### src/hw/rtl/assert_macros.svh
`ifndef ASSERT_MACROS_SVH
`define ASSERT_MACROS_SVH

// same-cycle implication, sampled on clk, off during reset
`define ASSERT_IMPLIES(lbl, ante, cons, msg) \
    lbl: assert property (@(posedge clk) disable iff (!rst_n) (ante) |-> (cons)) \
        else $error(msg);

// next-cycle implication, sampled on clk, off during reset
`define ASSERT_NEXT(lbl, ante, cons, msg) \
    lbl: assert property (@(posedge clk) disable iff (!rst_n) (ante) |=> (cons)) \
        else $error(msg);

`endif

### src/hw/rtl/alif_pkg.sv
package alif_pkg;

    localparam int DATA_W     = 24;
    localparam int BASE_W     = 23;
    localparam int GAIN_W     = 24;
    localparam int STEP_W     = 23;
    localparam int IDX_W      = 6;
    localparam int NEURONS    = 2 ** IDX_W;
    localparam int FRAC_BITS  = 16;
    localparam int COEF_BITS  = 16;
    localparam int REFR_W     = 2;
    localparam int REFRACTORY_TICKS = 2;
    localparam int CFG_IDX_W  = 2;
    localparam int CFG_DATA_W = 24;

    // shared multiplier: 25 x 25 signed
    localparam int MUL_W  = 25;
    localparam int PROD_W = 2 * MUL_W;
    localparam int Q_W    = 40;
    localparam int SUM_W  = Q_W + 1;

    localparam int LEAK_Q      = 55706;
    localparam int ABS_GAIN_Q  = 3277;
    localparam int THR_DECAY_Q = 62259;
    localparam int MEM_MAX     = 2 ** (DATA_W - 1) - 1;
    localparam int MEM_MIN     = -(2 ** (DATA_W - 1));

    typedef enum logic [CFG_IDX_W-1:0] {
        CFG_BASE = 2'd0,
        CFG_GAIN = 2'd1,
        CFG_STEP = 2'd2
    } cfg_idx_t;

    typedef enum logic [2:0] {
        MUL_QGAIN,
        MUL_QSTEP,
        MUL_LEAK,
        MUL_ABS,
        MUL_DECAY
    } mul_op_t;

    typedef struct packed {
        logic    load_item;
        logic    latch_mem;
        logic    mul_en;
        mul_op_t mul_op;
        logic    latch_q;
        logic    latch_sum;
        logic    latch_thr;
        logic    refr_result;
        logic    fire_commit;
    } cmd_t;

    typedef struct packed {
        logic refr_busy;
    } status_t;

    // shift right rounding half away from zero
    function automatic logic signed [PROD_W-1:0] round_shift(
        input logic signed [PROD_W-1:0] v,
        input int                       sh
    );
        logic [PROD_W-1:0] mag;
        logic [PROD_W-1:0] half;
        mag  = v[PROD_W-1] ? PROD_W'(-v) : PROD_W'(v);
        half = PROD_W'(1) << (sh - 1);
        mag  = (mag + half) >> sh;
        return v[PROD_W-1] ? -$signed(mag) : $signed(mag);
    endfunction

endpackage

### src/hw/rtl/alif_in_if.sv
interface alif_in_if;
    logic                                valid;
    logic                                ready;
    logic signed [alif_pkg::DATA_W-1:0]  input_value;
    logic        [alif_pkg::IDX_W-1:0]   neuron_index;

    modport source (output valid, output input_value, output neuron_index, input ready);
    modport sink   (input valid, input input_value, input neuron_index, output ready);
endinterface

### src/hw/rtl/alif_out_if.sv
interface alif_out_if;
    logic valid;
    logic ready;
    logic spike;
    logic was_refractory;

    modport source (output valid, output spike, output was_refractory, input ready);
    modport sink   (input valid, input spike, input was_refractory, output ready);
endinterface

### src/hw/rtl/alif_ram.sv
module alif_ram #(
    parameter int WIDTH = 24,
    parameter int DEPTH = 64
) (
    input  logic                     clk,
    input  logic                     we,
    input  logic [$clog2(DEPTH)-1:0] waddr,
    input  logic [WIDTH-1:0]         wdata,
    input  logic                     re,
    input  logic [$clog2(DEPTH)-1:0] raddr,
    output logic [WIDTH-1:0]         rdata
);

    logic [WIDTH-1:0] mem [DEPTH];
    logic [WIDTH-1:0] rdata_reg;

    always_ff @(posedge clk)
    begin
        if (we)
        begin
            mem[waddr] <= wdata;
        end
        if (re)
        begin
            rdata_reg <= mem[raddr];
        end
    end

    assign rdata = rdata_reg;

endmodule

### src/hw/rtl/alif_dp.sv
`include "assert_macros.svh"

module alif_dp (
    input  logic                                   clk,
    input  logic                                   rst_n,
    input  alif_pkg::cmd_t                         cmd,
    output alif_pkg::status_t                      status,
    input  logic signed [alif_pkg::DATA_W-1:0]     input_value,
    input  logic        [alif_pkg::IDX_W-1:0]      neuron_index,
    input  logic                                   cfg_we,
    input  logic        [alif_pkg::CFG_IDX_W-1:0]  cfg_index,
    input  logic        [alif_pkg::CFG_DATA_W-1:0] cfg_data,
    output logic                                   spike,
    output logic                                   was_refractory
);

    logic        [alif_pkg::BASE_W-1:0] base_reg;
    logic        [alif_pkg::GAIN_W-1:0] gain_reg;
    logic        [alif_pkg::STEP_W-1:0] step_reg;
    logic signed [alif_pkg::DATA_W-1:0] x_reg;
    logic        [alif_pkg::IDX_W-1:0]  idx_reg;
    logic signed [alif_pkg::DATA_W-1:0] mem_reg;
    logic signed [alif_pkg::Q_W-1:0]    q_reg;
    logic        [alif_pkg::DATA_W-1:0] thr_reg;
    logic signed [alif_pkg::PROD_W-1:0] prod_reg;
    logic signed [alif_pkg::PROD_W-1:0] prod_next;
    logic        [alif_pkg::REFR_W-1:0] refr_reg;
    logic        [alif_pkg::NEURONS-1:0] valid_reg;
    logic                               spike_reg;
    logic                               was_refr_reg;

    logic signed [alif_pkg::MUL_W-1:0]  mul_a;
    logic signed [alif_pkg::MUL_W-1:0]  mul_b;
    logic signed [alif_pkg::PROD_W-1:0] rnd32;
    logic signed [alif_pkg::PROD_W-1:0] rnd16;
    logic signed [alif_pkg::MUL_W-1:0]  n_val;
    logic signed [alif_pkg::SUM_W-1:0]  sum;
    logic signed [alif_pkg::DATA_W-1:0] sat_mem;
    logic        [alif_pkg::DATA_W-1:0] mag;
    logic        [alif_pkg::DATA_W-1:0] thr_fin;
    logic        [alif_pkg::DATA_W-1:0] half_base;
    logic signed [alif_pkg::DATA_W-1:0] reset_mem;
    logic signed [alif_pkg::DATA_W-1:0] wr_mem;
    logic                               fire;
    logic        [alif_pkg::DATA_W-1:0] rdata;

    assign rnd32 = alif_pkg::round_shift(prod_reg, 2 * alif_pkg::FRAC_BITS);
    assign rnd16 = alif_pkg::round_shift(prod_reg, alif_pkg::COEF_BITS);
    assign n_val = rnd32[alif_pkg::MUL_W-1:0];

    always_comb
    begin
        unique case (cmd.mul_op)
            alif_pkg::MUL_QGAIN:
            begin
                mul_a = alif_pkg::MUL_W'(x_reg);
                mul_b = $signed({1'b0, gain_reg});
            end
            alif_pkg::MUL_QSTEP:
            begin
                mul_a = n_val;
                mul_b = $signed({2'b0, step_reg});
            end
            alif_pkg::MUL_LEAK:
            begin
                mul_a = alif_pkg::MUL_W'(mem_reg);
                mul_b = alif_pkg::MUL_W'(alif_pkg::LEAK_Q);
            end
            alif_pkg::MUL_ABS:
            begin
                mul_a = $signed({1'b0, mag});
                mul_b = alif_pkg::MUL_W'(alif_pkg::ABS_GAIN_Q);
            end
            alif_pkg::MUL_DECAY:
            begin
                mul_a = $signed({1'b0, thr_reg});
                mul_b = alif_pkg::MUL_W'(alif_pkg::THR_DECAY_Q);
            end
            default:
            begin
                mul_a = '0;
                mul_b = '0;
            end
        endcase
    end

    assign prod_next = mul_a * mul_b;

    // leaked membrane plus quantised input, clamped to the membrane range
    always_comb
    begin
        sum = alif_pkg::SUM_W'(rnd16[alif_pkg::SUM_W-1:0]) + alif_pkg::SUM_W'(q_reg);
        if (sum > alif_pkg::SUM_W'(alif_pkg::MEM_MAX))
        begin
            sat_mem = alif_pkg::DATA_W'(alif_pkg::MEM_MAX);
        end
        else if (sum < alif_pkg::SUM_W'(alif_pkg::MEM_MIN))
        begin
            sat_mem = alif_pkg::DATA_W'(alif_pkg::MEM_MIN);
        end
        else
        begin
            sat_mem = sum[alif_pkg::DATA_W-1:0];
        end
    end

    assign mag       = mem_reg[alif_pkg::DATA_W-1] ? alif_pkg::DATA_W'(-mem_reg)
                                                   : alif_pkg::DATA_W'(mem_reg);
    assign thr_fin   = rnd16[alif_pkg::DATA_W-1:0];
    assign fire      = $signed({mem_reg[alif_pkg::DATA_W-1], mem_reg}) > $signed({1'b0, thr_fin});
    assign half_base = (alif_pkg::DATA_W'(base_reg) + alif_pkg::DATA_W'(1)) >> 1;
    assign reset_mem = -$signed(half_base);
    assign wr_mem    = fire ? reset_mem : mem_reg;

    alif_ram #(
        .WIDTH (alif_pkg::DATA_W),
        .DEPTH (alif_pkg::NEURONS)
    ) u_membrane (
        .clk   (clk),
        .we    (cmd.fire_commit),
        .waddr (idx_reg),
        .wdata (wr_mem),
        .re    (cmd.load_item),
        .raddr (neuron_index),
        .rdata (rdata)
    );

    // config registers, valid bits and refractory counter
    always_ff @(posedge clk or negedge rst_n)
    begin
        if (!rst_n)
        begin
            base_reg     <= alif_pkg::BASE_W'(9830);
            gain_reg     <= alif_pkg::GAIN_W'(8355840);
            step_reg     <= alif_pkg::STEP_W'(514);
            valid_reg    <= '0;
            refr_reg     <= '0;
        end
        else
        begin
            if (cfg_we)
            begin
                unique case (cfg_index)
                    alif_pkg::CFG_BASE: base_reg <= cfg_data[alif_pkg::BASE_W-1:0];
                    alif_pkg::CFG_GAIN: gain_reg <= cfg_data[alif_pkg::GAIN_W-1:0];
                    alif_pkg::CFG_STEP: step_reg <= cfg_data[alif_pkg::STEP_W-1:0];
                    default: ;
                endcase
            end
            if (cmd.fire_commit)
            begin
                valid_reg[idx_reg] <= 1'b1;
            end
            if (cmd.refr_result)
            begin
                refr_reg <= refr_reg - alif_pkg::REFR_W'(1);
            end
            else if (cmd.fire_commit && fire)
            begin
                refr_reg <= alif_pkg::REFR_W'(alif_pkg::REFRACTORY_TICKS);
            end
        end
    end

    // payload registers
    always_ff @(posedge clk)
    begin
        if (cmd.load_item)
        begin
            x_reg   <= input_value;
            idx_reg <= neuron_index;
        end
        if (cmd.latch_mem)
        begin
            mem_reg <= valid_reg[idx_reg] ? $signed(rdata) : '0;
        end
        else if (cmd.latch_sum)
        begin
            mem_reg <= sat_mem;
        end
        if (cmd.mul_en)
        begin
            prod_reg <= prod_next;
        end
        if (cmd.latch_q)
        begin
            q_reg <= prod_reg[alif_pkg::Q_W-1:0];
        end
        if (cmd.latch_thr)
        begin
            thr_reg <= alif_pkg::DATA_W'(base_reg) + rnd16[alif_pkg::DATA_W-1:0];
        end
        if (cmd.refr_result)
        begin
            spike_reg    <= 1'b0;
            was_refr_reg <= 1'b1;
        end
        else if (cmd.fire_commit)
        begin
            spike_reg    <= fire;
            was_refr_reg <= 1'b0;
        end
    end

    assign status.refr_busy = (refr_reg != '0);
    assign spike            = spike_reg;
    assign was_refractory   = was_refr_reg;

    `ASSERT_IMPLIES(a_refr_range, 1'b1, refr_reg <= alif_pkg::REFR_W'(alif_pkg::REFRACTORY_TICKS), "refractory count out of range")
    `ASSERT_IMPLIES(a_refr_skip, cmd.refr_result, refr_reg != '0, "refractory skip with idle counter")
    `ASSERT_NEXT(a_fire_load, cmd.fire_commit && fire, refr_reg == alif_pkg::REFR_W'(alif_pkg::REFRACTORY_TICKS), "spike did not load counter")

endmodule

### src/hw/rtl/alif_ctrl.sv
`include "assert_macros.svh"

module alif_ctrl (
    input  logic              clk,
    input  logic              rst_n,
    input  logic              in_valid,
    output logic              in_ready,
    output logic              out_valid,
    input  logic              out_ready,
    input  alif_pkg::status_t status,
    output alif_pkg::cmd_t    cmd
);

    typedef enum logic [3:0] {
        S_IDLE,
        S_QGAIN,
        S_QSTEP,
        S_LEAK,
        S_SUM,
        S_ABS,
        S_THRSUM,
        S_DECAY,
        S_FIRE
    } state_t;

    state_t state_reg;
    state_t state_next;
    logic   out_valid_reg;
    logic   out_valid_next;
    logic   out_free;

    assign out_free = !out_valid_reg || out_ready;

    always_comb
    begin
        cmd        = '0;
        cmd.mul_op = alif_pkg::MUL_QGAIN;
        state_next = state_reg;
        unique case (state_reg)
            S_IDLE:
            begin
                if (in_valid)
                begin
                    cmd.load_item = 1'b1;
                    state_next    = S_QGAIN;
                end
            end
            S_QGAIN:
            begin
                cmd.latch_mem = 1'b1;
                if (status.refr_busy)
                begin
                    if (out_free)
                    begin
                        cmd.refr_result = 1'b1;
                        state_next      = S_IDLE;
                    end
                end
                else
                begin
                    cmd.mul_en = 1'b1;
                    state_next = S_QSTEP;
                end
            end
            S_QSTEP:
            begin
                cmd.mul_en = 1'b1;
                cmd.mul_op = alif_pkg::MUL_QSTEP;
                state_next = S_LEAK;
            end
            S_LEAK:
            begin
                cmd.latch_q = 1'b1;
                cmd.mul_en  = 1'b1;
                cmd.mul_op  = alif_pkg::MUL_LEAK;
                state_next  = S_SUM;
            end
            S_SUM:
            begin
                cmd.latch_sum = 1'b1;
                state_next    = S_ABS;
            end
            S_ABS:
            begin
                cmd.mul_en = 1'b1;
                cmd.mul_op = alif_pkg::MUL_ABS;
                state_next = S_THRSUM;
            end
            S_THRSUM:
            begin
                cmd.latch_thr = 1'b1;
                state_next    = S_DECAY;
            end
            S_DECAY:
            begin
                cmd.mul_en = 1'b1;
                cmd.mul_op = alif_pkg::MUL_DECAY;
                state_next = S_FIRE;
            end
            S_FIRE:
            begin
                if (out_free)
                begin
                    cmd.fire_commit = 1'b1;
                    state_next      = S_IDLE;
                end
            end
            default:
            begin
                state_next = S_IDLE;
            end
        endcase
    end

    always_comb
    begin
        if (cmd.refr_result || cmd.fire_commit)
        begin
            out_valid_next = 1'b1;
        end
        else if (out_ready)
        begin
            out_valid_next = 1'b0;
        end
        else
        begin
            out_valid_next = out_valid_reg;
        end
    end

    always_ff @(posedge clk or negedge rst_n)
    begin
        if (!rst_n)
        begin
            state_reg     <= S_IDLE;
            out_valid_reg <= 1'b0;
        end
        else
        begin
            state_reg     <= state_next;
            out_valid_reg <= out_valid_next;
        end
    end

    assign in_ready  = (state_reg == S_IDLE);
    assign out_valid = out_valid_reg;

    `ASSERT_NEXT(a_accept_starts, in_valid && in_ready, state_reg == S_QGAIN, "accepted item did not start")
    `ASSERT_IMPLIES(a_result_slot, cmd.refr_result || cmd.fire_commit, out_free, "result overwrote a waiting item")
    `ASSERT_NEXT(a_fire_waits, state_reg == S_FIRE && !out_free, state_reg == S_FIRE, "final step left while output full")

endmodule

### src/hw/rtl/adaptive_lif_neuron.sv
// channel        dir   payload                              handshake
// neuron_item    in    input_value[23:0] s, neuron_index[5:0] valid/ready
// neuron_result  out   spike, was_refractory                valid/ready
// cfg            in    cfg_index[1:0], cfg_data[23:0]       cfg_we
//
// after an item is accepted it runs through eight steps on the single 25x25 multiplier
// (five products, three add/round steps); its result is registered in the last step and the
// next item is taken only once the block is back in idle, so one item is in flight at a time
// an item that meets a busy refractory counter skips the steps; its result is registered in its first step
// the membrane store is valid-bit tracked, so no clearing pass after reset
// a result waits in the output register; a full register holds the item in its last step
module adaptive_lif_neuron (
    input  logic                                   clk,
    input  logic                                   rst_n,
    alif_in_if.sink                                neuron_item,
    alif_out_if.source                             neuron_result,
    input  logic                                   cfg_we,
    input  logic        [alif_pkg::CFG_IDX_W-1:0]  cfg_index,
    input  logic        [alif_pkg::CFG_DATA_W-1:0] cfg_data
);

    alif_pkg::cmd_t    cmd;
    alif_pkg::status_t status;

    alif_ctrl u_ctrl (
        .clk       (clk),
        .rst_n     (rst_n),
        .in_valid  (neuron_item.valid),
        .in_ready  (neuron_item.ready),
        .out_valid (neuron_result.valid),
        .out_ready (neuron_result.ready),
        .status    (status),
        .cmd       (cmd)
    );

    alif_dp u_dp (
        .clk            (clk),
        .rst_n          (rst_n),
        .cmd            (cmd),
        .status         (status),
        .input_value    (neuron_item.input_value),
        .neuron_index   (neuron_item.neuron_index),
        .cfg_we         (cfg_we),
        .cfg_index      (cfg_index),
        .cfg_data       (cfg_data),
        .spike          (neuron_result.spike),
        .was_refractory (neuron_result.was_refractory)
    );

endmodule

### src/flat_wrapper.sv
// flat-port wrapper written by rule: the top's interface ports become plain ports
module adaptive_lif_neuron_flat 
  (clk, rst_n, cfg_we, cfg_index, cfg_data, neuron_item_valid, neuron_item_input_value, neuron_item_neuron_index, neuron_item_ready, neuron_result_valid, neuron_result_spike, neuron_result_was_refractory, neuron_result_ready);
  alif_in_if neuron_item_i ();
  alif_out_if neuron_result_i ();
  input  logic clk;
  input  logic rst_n;
  input  logic cfg_we;
  input  logic        [alif_pkg::CFG_IDX_W-1:0] cfg_index;
  input  logic        [alif_pkg::CFG_DATA_W-1:0] cfg_data;
  input wire logic [$bits(neuron_item_i.valid)-1:0] neuron_item_valid;
  input wire logic [$bits(neuron_item_i.input_value)-1:0] neuron_item_input_value;
  input wire logic [$bits(neuron_item_i.neuron_index)-1:0] neuron_item_neuron_index;
  output wire logic [$bits(neuron_item_i.ready)-1:0] neuron_item_ready;
  output wire logic [$bits(neuron_result_i.valid)-1:0] neuron_result_valid;
  output wire logic [$bits(neuron_result_i.spike)-1:0] neuron_result_spike;
  output wire logic [$bits(neuron_result_i.was_refractory)-1:0] neuron_result_was_refractory;
  input wire logic [$bits(neuron_result_i.ready)-1:0] neuron_result_ready;
  assign neuron_item_i.valid = neuron_item_valid;
  assign neuron_item_i.input_value = neuron_item_input_value;
  assign neuron_item_i.neuron_index = neuron_item_neuron_index;
  assign neuron_item_ready = neuron_item_i.ready;
  assign neuron_result_valid = neuron_result_i.valid;
  assign neuron_result_spike = neuron_result_i.spike;
  assign neuron_result_was_refractory = neuron_result_i.was_refractory;
  assign neuron_result_i.ready = neuron_result_ready;
  adaptive_lif_neuron u_core (.clk(clk), .rst_n(rst_n), .neuron_item(neuron_item_i), .neuron_result(neuron_result_i), .cfg_we(cfg_we), .cfg_index(cfg_index), .cfg_data(cfg_data));
endmodule
### config.mk
export PLATFORM = sky130hd
export DESIGN_NAME = adaptive_lif_neuron_flat
export DESIGN_NICKNAME = d
export VERILOG_FILES = /design/src/hw/rtl/alif_pkg.sv /design/src/hw/rtl/alif_in_if.sv /design/src/hw/rtl/alif_out_if.sv /design/src/hw/rtl/alif_ram.sv /design/src/hw/rtl/alif_dp.sv /design/src/hw/rtl/alif_ctrl.sv /design/src/hw/rtl/adaptive_lif_neuron.sv /design/src/flat_wrapper.sv
export VERILOG_INCLUDE_DIRS = /design/src /design/src/hw/rtl
export SDC_FILE = /design/constraint.sdc
export NUM_CORES = 2
export LEC_CHECK = 0
export ABC_CLOCK_PERIOD_IN_PS = 16600
export BUFFER_PORTS_ARGS = -buffer_cell sky130_fd_sc_hd__buf_2
export CELL_PAD_IN_SITES_DETAIL_PLACEMENT = 1
export CELL_PAD_IN_SITES_GLOBAL_PLACEMENT = 1
export CORE_UTILIZATION = 45
export CTS_CLUSTER_DIAMETER = 50
export DETAILED_ROUTE_END_ITERATION = 10
export GPL_ROUTABILITY_DRIVEN = 0
export GPL_TIMING_DRIVEN = 0
export PLACE_DENSITY_LB_ADDON = 0.1
export SYNTH_ARGS = -nofsm -noshare
export SYNTH_HDL_FRONTEND = slang
export SYNTH_SLANG_ARGS = --single-unit
### constraint.sdc
create_clock -name clk -period 16.6 [get_ports clk]
set_input_delay 0.83 -clock clk [delete_from_list [all_inputs] [get_ports clk]]
set_output_delay 0.83 -clock clk [all_outputs]
set_load 0.02 [all_outputs]
==> metrics <==
status=finished, violations left; failing checks=max-capacitance violations, max-slew violations; number of flip-flops in the largest register=1,536; Max Root-Sink Buffers=3; post-layout util=51.4%; top_reg_cell synth=edfxtp_1; clk sinks=1,871; layout cells sized above 1=17.6%; largest fanout on the critical path=10; slowest cell delay on critical path=0.91 ns; drt wl/cell=32.2 um; boundary pin count=65; CP required=17.23 ns; DRT antenna net count=0; crit path kind=reg2reg; slowest CP cell=clkbuf_1; Setup crit end kind=flop; fmax=0.0619 GHz; Setup TNS Final=0 ns; CP Launch Type=flop; post-route minimum period=16.15 ns; CTS tree=done; Area Overhead vs Synth=13.3%; Clock Latency Late Sink=0.85 ns; synth warn=0; worst-margin pin slew=1.58 ns; maxcap violations=1; CTS buffer count=194; final worst path period share=97.3%; Mean Syn Cell Area=14.8 um2; Root Buffer=clkbuf_16; core area=225,000 um2; GRT Total Usage=29.8%; Slew Viols, Final=17; Total Routed Length=337 mm; initial antenna violation count=25; first-pass GRT wire length=483 mm; dpl ws=-0.0928 ns; drt pass-1 iters=8; Synth Register Bits=1,871; Distinct cells, synth=97; Fillers=21,641; PortBufs=64; grt ovf=0; clock-pin slew on the worst setup and hold paths=0.06 ns; vias in the first global route=65,591; max_slew headroom=-5.50%; vias per cell=5.91; sequential share of the synthesized area=54.3%; # rows=174; Worst Skew=0.0344 ns; DIE WIDTH=479 um; largest net degree at the start of global routing=94; WHS=0.231 ns; H-tree levels=4; initial core utilization=45.4%; Synth async-reset ratio=7.54%; die area=229,000 um2; Mapped Area=102,000 um2; Vias=61,834; worst setup margin=0.446 ns; syn_nets=7,859; placed wire-length estimate=261 mm; HP Class=in2reg; Final #Nets=8,219; number of flops mapped to enable cells by yosys=1,728; arrival time at the worst endpoint=16.79 ns; DR iter-0 viols=5,465; Final Hold Violating Endpoints=0; Post-Synthesis Cells=6,925; residual DRC count=0; Setup-failing EPs final=0; Die Y=479 um
[final cells by class]
class	count	area [um2]	area share (%)
diodes	16	40.0	0.0346
plain buffers	314	1230	1.06
clock buffers	243	5270	4.55
clock inverters	120	1150	0.991
inverters	781	2930	2.53
multi-input cells	3959	43500	37.6
flip-flops and latches	1871	55500	47.9
well taps	2992	3740	3.23
repair buffers	164	2470	2.13
[final timing paths]
check                      cells past startpoint                                  start                               endpoint  slack [ns]
max                                           47     u_core.u_dp.prod_reg[15]$_DFFE_PP_     u_core.u_dp.prod_reg[49]$_DFFE_PP_        0.45
max reg2reg                                   47     u_core.u_dp.prod_reg[15]$_DFFE_PP_     u_core.u_dp.prod_reg[49]$_DFFE_PP_        0.45
min                                            1            neuron_item_input_value[15]        u_core.u_dp.x_reg[15]$_DFFE_PP_        0.23
min reg2reg                                    1  u_core.u_dp.valid_reg[28]$_DFFE_PN0P_  u_core.u_dp.valid_reg[28]$_DFFE_PN0P_        0.47
min in group asynchronous                      2                                  rst_n  u_core.u_dp.valid_reg[29]$_DFFE_PN0P_        0.60
max in group asynchronous                      3                                  rst_n   u_core.u_dp.gain_reg[21]$_DFFE_PN1P_       15.07
[metal layers]
metal  GRT usage, %  vias up  wire length, um
li1               -    25971                -
met1           38.2    33237           133000
met2           49.3     2012           166000
met3           4.11      602            18100
met4           16.2       12            20400
met5              0        -               66
[cells by family (layout without fill, tap and decap cells)]
| logic type | count (synthesis) | count (layout) | share of synthesized area [%] |
|---|---|---|---|
| DFF | 1871 | 1871 | 54.3 |
| and+or+nand+nor | 1509 | 1509 | 6.88 |
| buffers and inverters | 1095 | 1622 | 4.06 |
| adders and majority gates | 873 | 873 | 15.3 |
| AOI/OAI and AO/OA | 697 | 697 | 4.92 |
| muxes | 584 | 584 | 12.0 |
| xor gates and xnor gates | 296 | 296 | 2.54 |
| other | 0 | 16 | 0 |
[layout by cell type, fill, tap and decap left out, types with 35 or more instances in the layout]
cell,count
nor2_1,324
or2_2,91
nor3_1,71
buf_1,52
clkbuf_16,203
xnor2_1,176
buf_16,36
buf_2,64
a21o_1,50
clkbuf_1,286
nand3_1,79
mux2_2,72
dfrtp_1,124
ha_1,238
and2_1,54
a21oi_1,127
or3_1,35
buf_12,49
inv_1,777
nand2_1,560
o21ai_0,102
fa_1,635
edfxtp_1,1728
mux4_2,504
nor2_4,64
nand2b_1,38
xor2_1,120
nor2b_1,41
clkinv_1,42
[per-stage QoR]
stage                     instances  instance area (um2)
after floorplan                6925               102000
after global placement         9981               106000
after detailed placement      10080               109000
after CTS                     10444               116000
after global routing          10451               116000
final                         10460               116000
[worst max-delay path: cells and delay by family (launching register included)]
kind | cells | cell delay [ns]
xor+xnor | 3 | 0.63
simple gates | 9 | 2.79
compound gates | 15 | 5.78
flops | 1 | 0.59
fa+ha+maj | 9 | 3.92
buf+inv | 10 | 2.05
mux | 1 | 0.12
[cell usage after synthesis (all sizes together), types with 12 or more instances]
| library cell | count | share of area (%) |
|---|---|---|
| a211oi | 23 | 0.18 |
| a21o | 50 | 0.37 |
| a21oi | 130 | 0.64 |
| a222oi | 20 | 0.20 |
| a22o | 14 | 0.12 |
| a22oi | 28 | 0.21 |
| a31oi | 24 | 0.15 |
| and2 | 56 | 0.34 |
| and3 | 28 | 0.17 |
| buf | 61 | 0.27 |
| clkbuf | 253 | 0.93 |
| dfrtp | 124 | 3.0 |
| dfstp | 17 | 0.44 |
| edfxtp | 1728 | 51 |
| fa | 635 | 12 |
| ha | 238 | 2.9 |
| inv | 778 | 2.9 |
| mux2 | 72 | 0.79 |
| mux4 | 504 | 11 |
| nand2 | 560 | 2.1 |
| nand2b | 38 | 0.23 |
| nand3 | 79 | 0.39 |
| nand4 | 22 | 0.13 |
| nor2 | 390 | 1.4 |
| nor2b | 41 | 0.25 |
| nor3 | 78 | 0.40 |
| nor4 | 29 | 0.18 |
| o211ai | 12 | 0.088 |
| o21a | 29 | 0.21 |
| o21ai | 134 | 0.67 |
| o21bai | 22 | 0.16 |
| o221ai | 18 | 0.15 |
| o311ai | 23 | 0.33 |
| o31ai | 33 | 0.24 |
| o41ai | 23 | 0.20 |
| or2 | 93 | 0.57 |
| or3 | 36 | 0.23 |
| xnor2 | 176 | 1.5 |
| xor2 | 120 | 1.0 |
[repair_timing]
| action | 4_1_cts | 5_1_grt |
|---|---|---|
| endpoints found under the setup margin | 2 | 3 |
| resized for setup | 4 | 6 |
| hold buffers | 1 | 0 |
| hold endpoints to repair | 48 | 0 |
| setup buffers | 0 | 0 |
Power is left out: the tool's default activity adds up to more than one toggle a clock period on the data nets, which glitch-free logic cannot reach.
